[config.mk]
export PLATFORM = sky130hd
export DESIGN_NAME = base64url_stream_encoder_flat
export DESIGN_NICKNAME = d
export VERILOG_FILES = /design/src/hw/rtl/b64u_pkg.sv /design/src/hw/rtl/b64u_if.sv /design/src/hw/rtl/b64u_front.sv /design/src/hw/rtl/b64u_queue.sv /design/src/hw/rtl/b64u_back.sv /design/src/hw/rtl/base64url_stream_encoder.sv /design/src/flat_wrapper.sv
export SDC_FILE = /design/constraint.sdc
export NUM_CORES = 1
export LEC_CHECK = 0
export BUFFER_PORTS_ARGS = -buffer_cell sky130_fd_sc_hd__clkbuf_2
export CAP_MARGIN = 30
export CORE_ASPECT_RATIO = 0.6
export CORE_MARGIN = 2
export CORE_UTILIZATION = 40
export DETAILED_ROUTE_END_ITERATION = 7
export PLACE_DENSITY = 0.58
export SETUP_SLACK_MARGIN = 0.05
export SYNTH_ARGS = -nofsm -noshare
export SYNTH_HDL_FRONTEND = slang
export SYNTH_SLANG_ARGS = --single-unit
[constraint.sdc]
create_clock -name clock -period 3.4 [get_ports clock]
set_input_delay 0.17 -clock clock [delete_from_list [all_inputs] [get_ports clock]]
set_output_delay 0.17 -clock clock [all_outputs]
set_load 0.05 [all_outputs]
[src/hw/rtl/b64u_pkg.sv]
// Shared types, constants and the alphabet lookup for the base64url encoder.
`timescale 1ns / 1ps

package b64u_pkg;

   // Decoupling queue between front and back.
   localparam int QUEUE_DEPTH = 2;
   localparam int QPTR_W      = (QUEUE_DEPTH > 1) ? $clog2(QUEUE_DEPTH) : 1;
   localparam int QCNT_W      = $clog2(QUEUE_DEPTH + 1);

   // Position within the 3-byte group.
   localparam logic [1:0] PHASE_0 = 2'd0;
   localparam logic [1:0] PHASE_1 = 2'd1;
   localparam logic [1:0] PHASE_2 = 2'd2;

   typedef logic [5:0] sextet_type;
   typedef logic [6:0] ascii_type;

   // Work for one byte: one or two sextets, last flag on the final one.
   typedef struct packed {
      sextet_type c0;
      sextet_type c1;
      logic       two;
      logic       last;
   } entry_type;

   typedef struct packed {
      logic full;
      logic empty;
   } qstat_type;

   // URL-safe alphabet: A-Z, a-z, 0-9, '-', '_'.
   function automatic ascii_type to_ascii(input sextet_type v);
      ascii_type r;
      if (v < 6'd26) begin
         r = {1'b0, v} + 7'd65;
      end else if (v < 6'd52) begin
         r = {1'b0, v} + 7'd71;
      end else if (v < 6'd62) begin
         r = {1'b0, v} - 7'd4;
      end else if (v == 6'd62) begin
         r = 7'd45;
      end else begin
         r = 7'd95;
      end
      return r;
   endfunction

endpackage

[src/hw/rtl/b64u_if.sv]
// Request and response channel interfaces of the base64url encoder.
`timescale 1ns / 1ps

interface b64u_req_if;
   logic       valid;
   logic       ready;
   logic [7:0] data_byte;
   logic       end_of_message;

   modport source (output valid, output data_byte, output end_of_message, input ready);
   modport sink   (input valid, input data_byte, input end_of_message, output ready);
endinterface

interface b64u_rsp_if;
   logic       valid;
   logic       ready;
   logic [6:0] code_char;
   logic       last_char;

   modport source (output valid, output code_char, output last_char, input ready);
   modport sink   (input valid, input code_char, input last_char, output ready);
endinterface

[src/hw/rtl/b64u_front.sv]
// Front end: accepts bytes, tracks group phase and leftover bits, builds sextets.
`timescale 1ns / 1ps

module b64u_front (
   input  logic                 clock,
   input  logic                 reset,
   b64u_req_if.sink             req,
   input  b64u_pkg::qstat_type  qstat,
   output logic                 push,
   output b64u_pkg::entry_type  push_entry
);

   logic [3:0] kept_ff, kept_in;
   logic [1:0] phase_ff, phase_in;
   logic [7:0] b;
   logic       eom;

   assign b         = req.data_byte;
   assign eom       = req.end_of_message;
   assign req.ready = !qstat.full;
   assign push      = req.valid && !qstat.full;

   // Split the byte per phase; a final byte flushes leftover bits.
   always_comb begin
      push_entry = '0;
      kept_in    = kept_ff;
      phase_in   = phase_ff;
      case (phase_ff)
         b64u_pkg::PHASE_1: begin
            push_entry.c0   = {kept_ff[1:0], b[7:4]};
            push_entry.c1   = {b[3:0], 2'b00};
            push_entry.two  = eom;
            push_entry.last = eom;
            kept_in         = eom ? 4'd0 : b[3:0];
            phase_in        = eom ? b64u_pkg::PHASE_0 : b64u_pkg::PHASE_2;
         end
         b64u_pkg::PHASE_2: begin
            push_entry.c0   = {kept_ff, b[7:6]};
            push_entry.c1   = b[5:0];
            push_entry.two  = 1'b1;
            push_entry.last = eom;
            kept_in         = 4'd0;
            phase_in        = b64u_pkg::PHASE_0;
         end
         default: begin
            // phase 0, and the unreachable code 3 treated alike
            push_entry.c0   = b[7:2];
            push_entry.c1   = {b[1:0], 4'b0000};
            push_entry.two  = eom;
            push_entry.last = eom;
            kept_in         = eom ? 4'd0 : {2'b00, b[1:0]};
            phase_in        = eom ? b64u_pkg::PHASE_0 : b64u_pkg::PHASE_1;
         end
      endcase
   end

   always_ff @(posedge clock) begin
      if (reset) begin
         kept_ff  <= 4'd0;
         phase_ff <= b64u_pkg::PHASE_0;
      end else if (push) begin
         kept_ff  <= kept_in;
         phase_ff <= phase_in;
      end
   end

endmodule

[src/hw/rtl/b64u_queue.sv]
// Short FIFO of byte work entries between front and back.
`timescale 1ns / 1ps

module b64u_queue (
   input  logic                 clock,
   input  logic                 reset,
   input  logic                 push,
   input  b64u_pkg::entry_type  push_entry,
   input  logic                 pop,
   output b64u_pkg::entry_type  head_entry,
   output b64u_pkg::qstat_type  qstat
);

   b64u_pkg::entry_type              mem_ff [b64u_pkg::QUEUE_DEPTH];
   logic [b64u_pkg::QPTR_W-1:0]      wr_ptr_ff, wr_ptr_in;
   logic [b64u_pkg::QPTR_W-1:0]      rd_ptr_ff, rd_ptr_in;
   logic [b64u_pkg::QCNT_W-1:0]      cnt_ff, cnt_in;
   logic                             do_push, do_pop;

   assign qstat.full  = (cnt_ff == b64u_pkg::QCNT_W'(b64u_pkg::QUEUE_DEPTH));
   assign qstat.empty = (cnt_ff == '0);
   assign do_push     = push && !qstat.full;
   assign do_pop      = pop && !qstat.empty;
   assign head_entry  = mem_ff[rd_ptr_ff];

   // Pointer wrap and occupancy.
   always_comb begin
      wr_ptr_in = wr_ptr_ff;
      rd_ptr_in = rd_ptr_ff;
      cnt_in    = cnt_ff;
      if (do_push) begin
         wr_ptr_in = (wr_ptr_ff == b64u_pkg::QPTR_W'(b64u_pkg::QUEUE_DEPTH - 1))
                     ? '0 : wr_ptr_ff + 1'b1;
      end
      if (do_pop) begin
         rd_ptr_in = (rd_ptr_ff == b64u_pkg::QPTR_W'(b64u_pkg::QUEUE_DEPTH - 1))
                     ? '0 : rd_ptr_ff + 1'b1;
      end
      if (do_push && !do_pop) begin
         cnt_in = cnt_ff + 1'b1;
      end else if (do_pop && !do_push) begin
         cnt_in = cnt_ff - 1'b1;
      end
   end

   always_ff @(posedge clock) begin
      if (reset) begin
         wr_ptr_ff <= '0;
         rd_ptr_ff <= '0;
         cnt_ff    <= '0;
      end else begin
         wr_ptr_ff <= wr_ptr_in;
         rd_ptr_ff <= rd_ptr_in;
         cnt_ff    <= cnt_in;
      end
   end

   // Entry storage, no reset needed.
   always_ff @(posedge clock) begin
      if (do_push) begin
         mem_ff[wr_ptr_ff] <= push_entry;
      end
   end

endmodule

[src/hw/rtl/b64u_back.sv]
// Back end: drains entries one character per cycle, while the output is not stalled, into the output register.
`timescale 1ns / 1ps

module b64u_back (
   input  logic                 clock,
   input  logic                 reset,
   input  b64u_pkg::qstat_type  qstat,
   input  b64u_pkg::entry_type  head_entry,
   output logic                 pop,
   b64u_rsp_if.source           rsp
);

   logic                   sel_ff, sel_in;
   logic                   valid_ff, valid_in;
   b64u_pkg::ascii_type    char_ff, char_in;
   logic                   last_ff, last_in;
   logic                   out_free, load;
   b64u_pkg::sextet_type   code;

   assign rsp.valid     = valid_ff;
   assign rsp.code_char = char_ff;
   assign rsp.last_char = last_ff;

   assign out_free = !valid_ff || rsp.ready;
   assign load     = out_free && !qstat.empty;
   assign code     = sel_ff ? head_entry.c1 : head_entry.c0;
   // The entry retires on its last character.
   assign pop      = load && (sel_ff || !head_entry.two);

   always_comb begin
      sel_in   = sel_ff;
      valid_in = valid_ff;
      char_in  = char_ff;
      last_in  = last_ff;
      if (load) begin
         valid_in = 1'b1;
         char_in  = b64u_pkg::to_ascii(code);
         last_in  = sel_ff && head_entry.last;
         sel_in   = head_entry.two && !sel_ff;
      end else if (rsp.ready) begin
         valid_in = 1'b0;
      end
   end

   always_ff @(posedge clock) begin
      if (reset) begin
         sel_ff   <= 1'b0;
         valid_ff <= 1'b0;
      end else begin
         sel_ff   <= sel_in;
         valid_ff <= valid_in;
      end
   end

   always_ff @(posedge clock) begin
      char_ff <= char_in;
      last_ff <= last_in;
   end

endmodule

[src/hw/rtl/base64url_stream_encoder.sv]
// Top level of the unpadded URL-safe base64 stream encoder.
// One raw byte per request, end_of_message on the final byte of a message;
// one ASCII character per response from A-Z a-z 0-9 '-' '_', last_char on
// the final character, no '=' padding. A byte yields one or two characters,
// and the response register delivers one character per cycle while the
// response is not stalled. A two-entry queue between the byte front end and
// the character back end lets requests keep arriving while a response is
// stalled; the request side stalls only when that queue is full. A request's
// first character passes through a queue entry and then the response register.
`timescale 1ns / 1ps

module base64url_stream_encoder (
   input  logic       clock,
   input  logic       reset,
   b64u_req_if.sink   req_ch,
   b64u_rsp_if.source rsp_ch
);

   b64u_pkg::qstat_type qstat;
   b64u_pkg::entry_type push_entry, head_entry;
   logic                push, pop;

   b64u_front u_front (
      .clock      (clock),
      .reset      (reset),
      .req        (req_ch),
      .qstat      (qstat),
      .push       (push),
      .push_entry (push_entry)
   );

   b64u_queue u_queue (
      .clock      (clock),
      .reset      (reset),
      .push       (push),
      .push_entry (push_entry),
      .pop        (pop),
      .head_entry (head_entry),
      .qstat      (qstat)
   );

   b64u_back u_back (
      .clock      (clock),
      .reset      (reset),
      .qstat      (qstat),
      .head_entry (head_entry),
      .pop        (pop),
      .rsp        (rsp_ch)
   );

endmodule

[src/flat_wrapper.sv]
// flat-port wrapper written by rule: the top's interface ports become plain ports
module base64url_stream_encoder_flat 
  (clock, reset, req_ch_valid, req_ch_data_byte, req_ch_end_of_message, req_ch_ready, rsp_ch_valid, rsp_ch_code_char, rsp_ch_last_char, rsp_ch_ready);
  b64u_req_if req_ch_i ();
  b64u_rsp_if rsp_ch_i ();
  input  logic clock;
  input  logic reset;
  input wire logic [$bits(req_ch_i.valid)-1:0] req_ch_valid;
  input wire logic [$bits(req_ch_i.data_byte)-1:0] req_ch_data_byte;
  input wire logic [$bits(req_ch_i.end_of_message)-1:0] req_ch_end_of_message;
  output wire logic [$bits(req_ch_i.ready)-1:0] req_ch_ready;
  output wire logic [$bits(rsp_ch_i.valid)-1:0] rsp_ch_valid;
  output wire logic [$bits(rsp_ch_i.code_char)-1:0] rsp_ch_code_char;
  output wire logic [$bits(rsp_ch_i.last_char)-1:0] rsp_ch_last_char;
  input wire logic [$bits(rsp_ch_i.ready)-1:0] rsp_ch_ready;
  assign req_ch_i.valid = req_ch_valid;
  assign req_ch_i.data_byte = req_ch_data_byte;
  assign req_ch_i.end_of_message = req_ch_end_of_message;
  assign req_ch_ready = req_ch_i.ready;
  assign rsp_ch_valid = rsp_ch_i.valid;
  assign rsp_ch_code_char = rsp_ch_i.code_char;
  assign rsp_ch_last_char = rsp_ch_i.last_char;
  assign rsp_ch_i.ready = rsp_ch_ready;
  base64url_stream_encoder u_core (.clock(clock), .reset(reset), .req_ch(req_ch_i), .rsp_ch(rsp_ch_i));
endmodule
==> impl_metrics.tcl <==
set metrics [dict create \
    status "complete, no violations" \
    antenna_found_initial 0 \
    path_class "reg -> reg" \
    ys_async_sr_fraction 0 \
    yosys-top-cells-count "36 x edfxtp_1, 23 x nor2_1, 16 x o21ai_0" \
    slowest_delay_ns 0.74 \
    cts_tree "yes" \
    crit_slowest_cell "mux4_1" \
    insertedDiodeCount 0 \
    grt_use_total 0.150 \
    clockBufferDepth 2 \
    period_needed_ns 3.02 \
    cp_num_cells 7 \
    cts-root-buf "clkbuf_8" \
    vias 1594 \
    drive_above_1_share 0.175 \
    ys_seq_area_frac 0.561 \
    ioPinCount 23 \
    syn_area_per_cell_um2 11.6 \
    reg2reg_to "u_core.u_back.rsp.code_char[5]$_DFFE_PP_" \
    hold_buffers 0 \
    wl_um 4520 \
    final_hold_viol_count 0 \
    cp_top_family "multiplexers" \
    synth.area.top_cells "edfxtp_1 45%, dfxtp_1 11%, a22oi_1 4.4%" \
    drc_errors 0 \
    syn_inst 207 \
    crit_fanout 9 \
    relSlewSlack 0.584 \
    place.gp.congestion 0.887 \
    critPathRequiredTime_ns 3.45 \
    p_per_area_nw_per_um2 881 \
    num_rows 21 \
    io_buffer_count 22 \
    ys_ff_latch 49 \
    fillers 527 \
    synth.distinct_cells 40 \
    ir_worst_vdd_mv 0.344 \
    setup_viol 0 \
    start_util 0.422 \
    hold_depth 3 \
    grt_overflow 0 \
    grt_pass1_wl_um 7720 \
    rsz0062_at_grt "false" \
    cts.sinks 49 \
    cts_made_buffers 5 \
    worst_ep_arrival_time_ns 3.06 \
    synth_top_area_cell "edfxtp_1" \
    hold_class "in -> reg" \
    clock_latency_ns 0.30 \
    synth_edf_count 36 \
    fmax_mhz 331 \
    grt_max_degree 26 \
    fin_ws_ns 0.383 \
    synth_top_area_frac 0.452 \
    setup_tns_ns 0 \
    crit_end "u_core.u_back.rsp.code_char[5]$_DFFE_PP_" \
    syn-cell-area_um2 2390 \
    clkTransAtPathRegs_ns 0.09 \
    area_growth_pct 12.4 \
    post_cts_resized 0 \
    drt_iter0_markers 72 \
    final_nets 249 \
    slew_violations 0 \
    cap_violations 0 \
    synth_fp_nets 228 \
    r2r_cells 7 \
    viasPerCell 5.16 \
    ys.flop_type "edfxtp_1" \
    synth_warnings 0 \
    core_um2 5680 \
    cp_cell_sequence "mux4_1 -> ha_1 -> or2_2 -> o211a_4 -> or2_0 -> o2111ai_1 -> a32oi_1" \
    worstMarginPinSlew_ns 0.625 \
    die_area_um2 6640 \
    reg2reg_setup_slack_ns 0.38 \
    grt_pass1_vias 1510 \
    wl_per_cell_um 14.6 \
    worst_clock_skew_ns 0.00686 \
    dr.pass1.iters 4 \
    critical_path_buf_inv_count 0 \
    start_kind "flop" \
    dieHeight_um 63.9 \
    synth_most_common_cell "edfxtp_1" \
    dp_slack_ns 0.434 \
    cellLeakagePower_nw 0.998 \
    post_cts_buffers 0 \
    ant_nets 0 \
    cts_htree_levels 2 \
    crit_path_end_kind "flop" \
    dp_hpwl_um 3310 \
    die_w_um 104 \
    fin_crit_sh 0.887 \
]
==> cell usage in the layout (no fill, tap or decap), drive strengths merged, types with 2 or more instances in the layout <==
cell type  synthesis  final
or2                2      2
dfxtp             13     13
a21oi             10     10
nand2             14     14
nand2b             2      2
edfxtp            36     36
ha                 8      8
o211ai             2      2
nor3b              5      5
inv               13     13
mux4               6      6
clkbuf             8     29
o22ai              3      3
o21ai             17     17
o211a              2      2
xor2               3      3
mux2i              3      3
a22oi             14     14
a31oi              3      3
nor2              23     23
buf                3      3
a2bb2oi            2      2
nor3               4      4
==> area by class of cell <==
class | instances | area, um^2 | share of cell area
sequential | 49 | 1340 | 0.499
multi-input combinational | 134 | 951 | 0.353
timing repair buffer | 25 | 133 | 0.0493
tap | 80 | 100 | 0.0372
clock buffer | 7 | 86.3 | 0.0321
inverter | 13 | 48.8 | 0.0181
clock inverter | 1 | 30.0 | 0.0112
==> layer usage <==
metal | global-route usage | wire, um | share of wire
met2 | 0.204 | 1750 | 0.39
met5 | 0 | 0 | 0
met1 | 0.230 | 2460 | 0.54
met4 | 0.0456 | 33 | 0.0073
met3 | 0.0408 | 281 | 0.062
==> where the power goes <==
part	switching, mW	leakage (nW)	total [mW]	internal, mW
clock	0.188	0.0585	0.428	0.240
sequential	0.0666	0.447	0.887	0.820
combinational	0.695	0.492	1.05	0.360
==> sequential cells by signal, summed over array words and instances, names as in the netlist, named ones only <==
register                     cells
u_core.u_queue.mem_ff           28
u_core.u_back.rsp.code_char      7
u_core.u_front.kept_ff           4
u_core.u_front.phase_ff          2
u_core.u_queue.cnt_ff            2
u_core.u_back.rsp.last_char      1
u_core.u_back.rsp.valid          1
u_core.u_back.sel_ff             1
u_core.u_queue.rd_ptr_ff         1
u_core.u_queue.wr_ptr_ff         1
==> stage by stage <==
| step | area, um^2 | power, mW | instances | hold WS [ns] | utilization |
|---|---|---|---|---|---|
| floorplan | 2390 | 1.74 | 207 | 0.239 | - |
| global placement | 2570 | 1.96 | 301 | 0.464 | 0.453 |
| detailed placement | 2570 | 1.95 | 301 | 0.478 | 0.453 |
| CTS | 2690 | 2.38 | 309 | 0.147 | 0.474 |
| global route | 2690 | 2.55 | 309 | 0.180 | 0.474 |
| finish | 2690 | 2.37 | 309 | 0.154 | 0.474 |
==> worst min path at each step <==
stage | startpoint | end | slack (ns)
after floorplan | reset | u_core.u_back.rsp.valid$_SDFFE_PP0P_ | 0.24
after global placement | req_ch_data_byte[0] | u_core.u_front.kept_ff[0]$_SDFFE_PP0P_ | 0.46
after detailed placement | rsp_ch_ready | u_core.u_back.rsp.valid$_SDFFE_PP0P_ | 0.48
after CTS | rsp_ch_ready | u_core.u_back.rsp.valid$_SDFFE_PP0P_ | 0.15
after global routing | req_ch_end_of_message | u_core.u_queue.mem_ff[1][0]$_DFFE_PP_ | 0.18
final | rsp_ch_ready | u_core.u_back.rsp.valid$_SDFFE_PP0P_ | 0.15
==> logic make-up after synthesis <==
group	count (synthesis)	share of synthesized area
flip-flops	49	0.561
adder cells (fa/ha/maj)	8	0.0418
multiplexers	9	0.0722
AND/OR/NAND/NOR	56	0.110
AO/OA/AOI/OAI	58	0.163
buffers and inverters	24	0.0418
XOR/XNOR	3	0.0110
==> worst min-delay path, stage by stage <==
cell	delay, ns
clkbuf_2	0.07
nand2b_1	0.11
a21oi_1	0.06
Note: power is estimated with default switching activity, not from simulation.
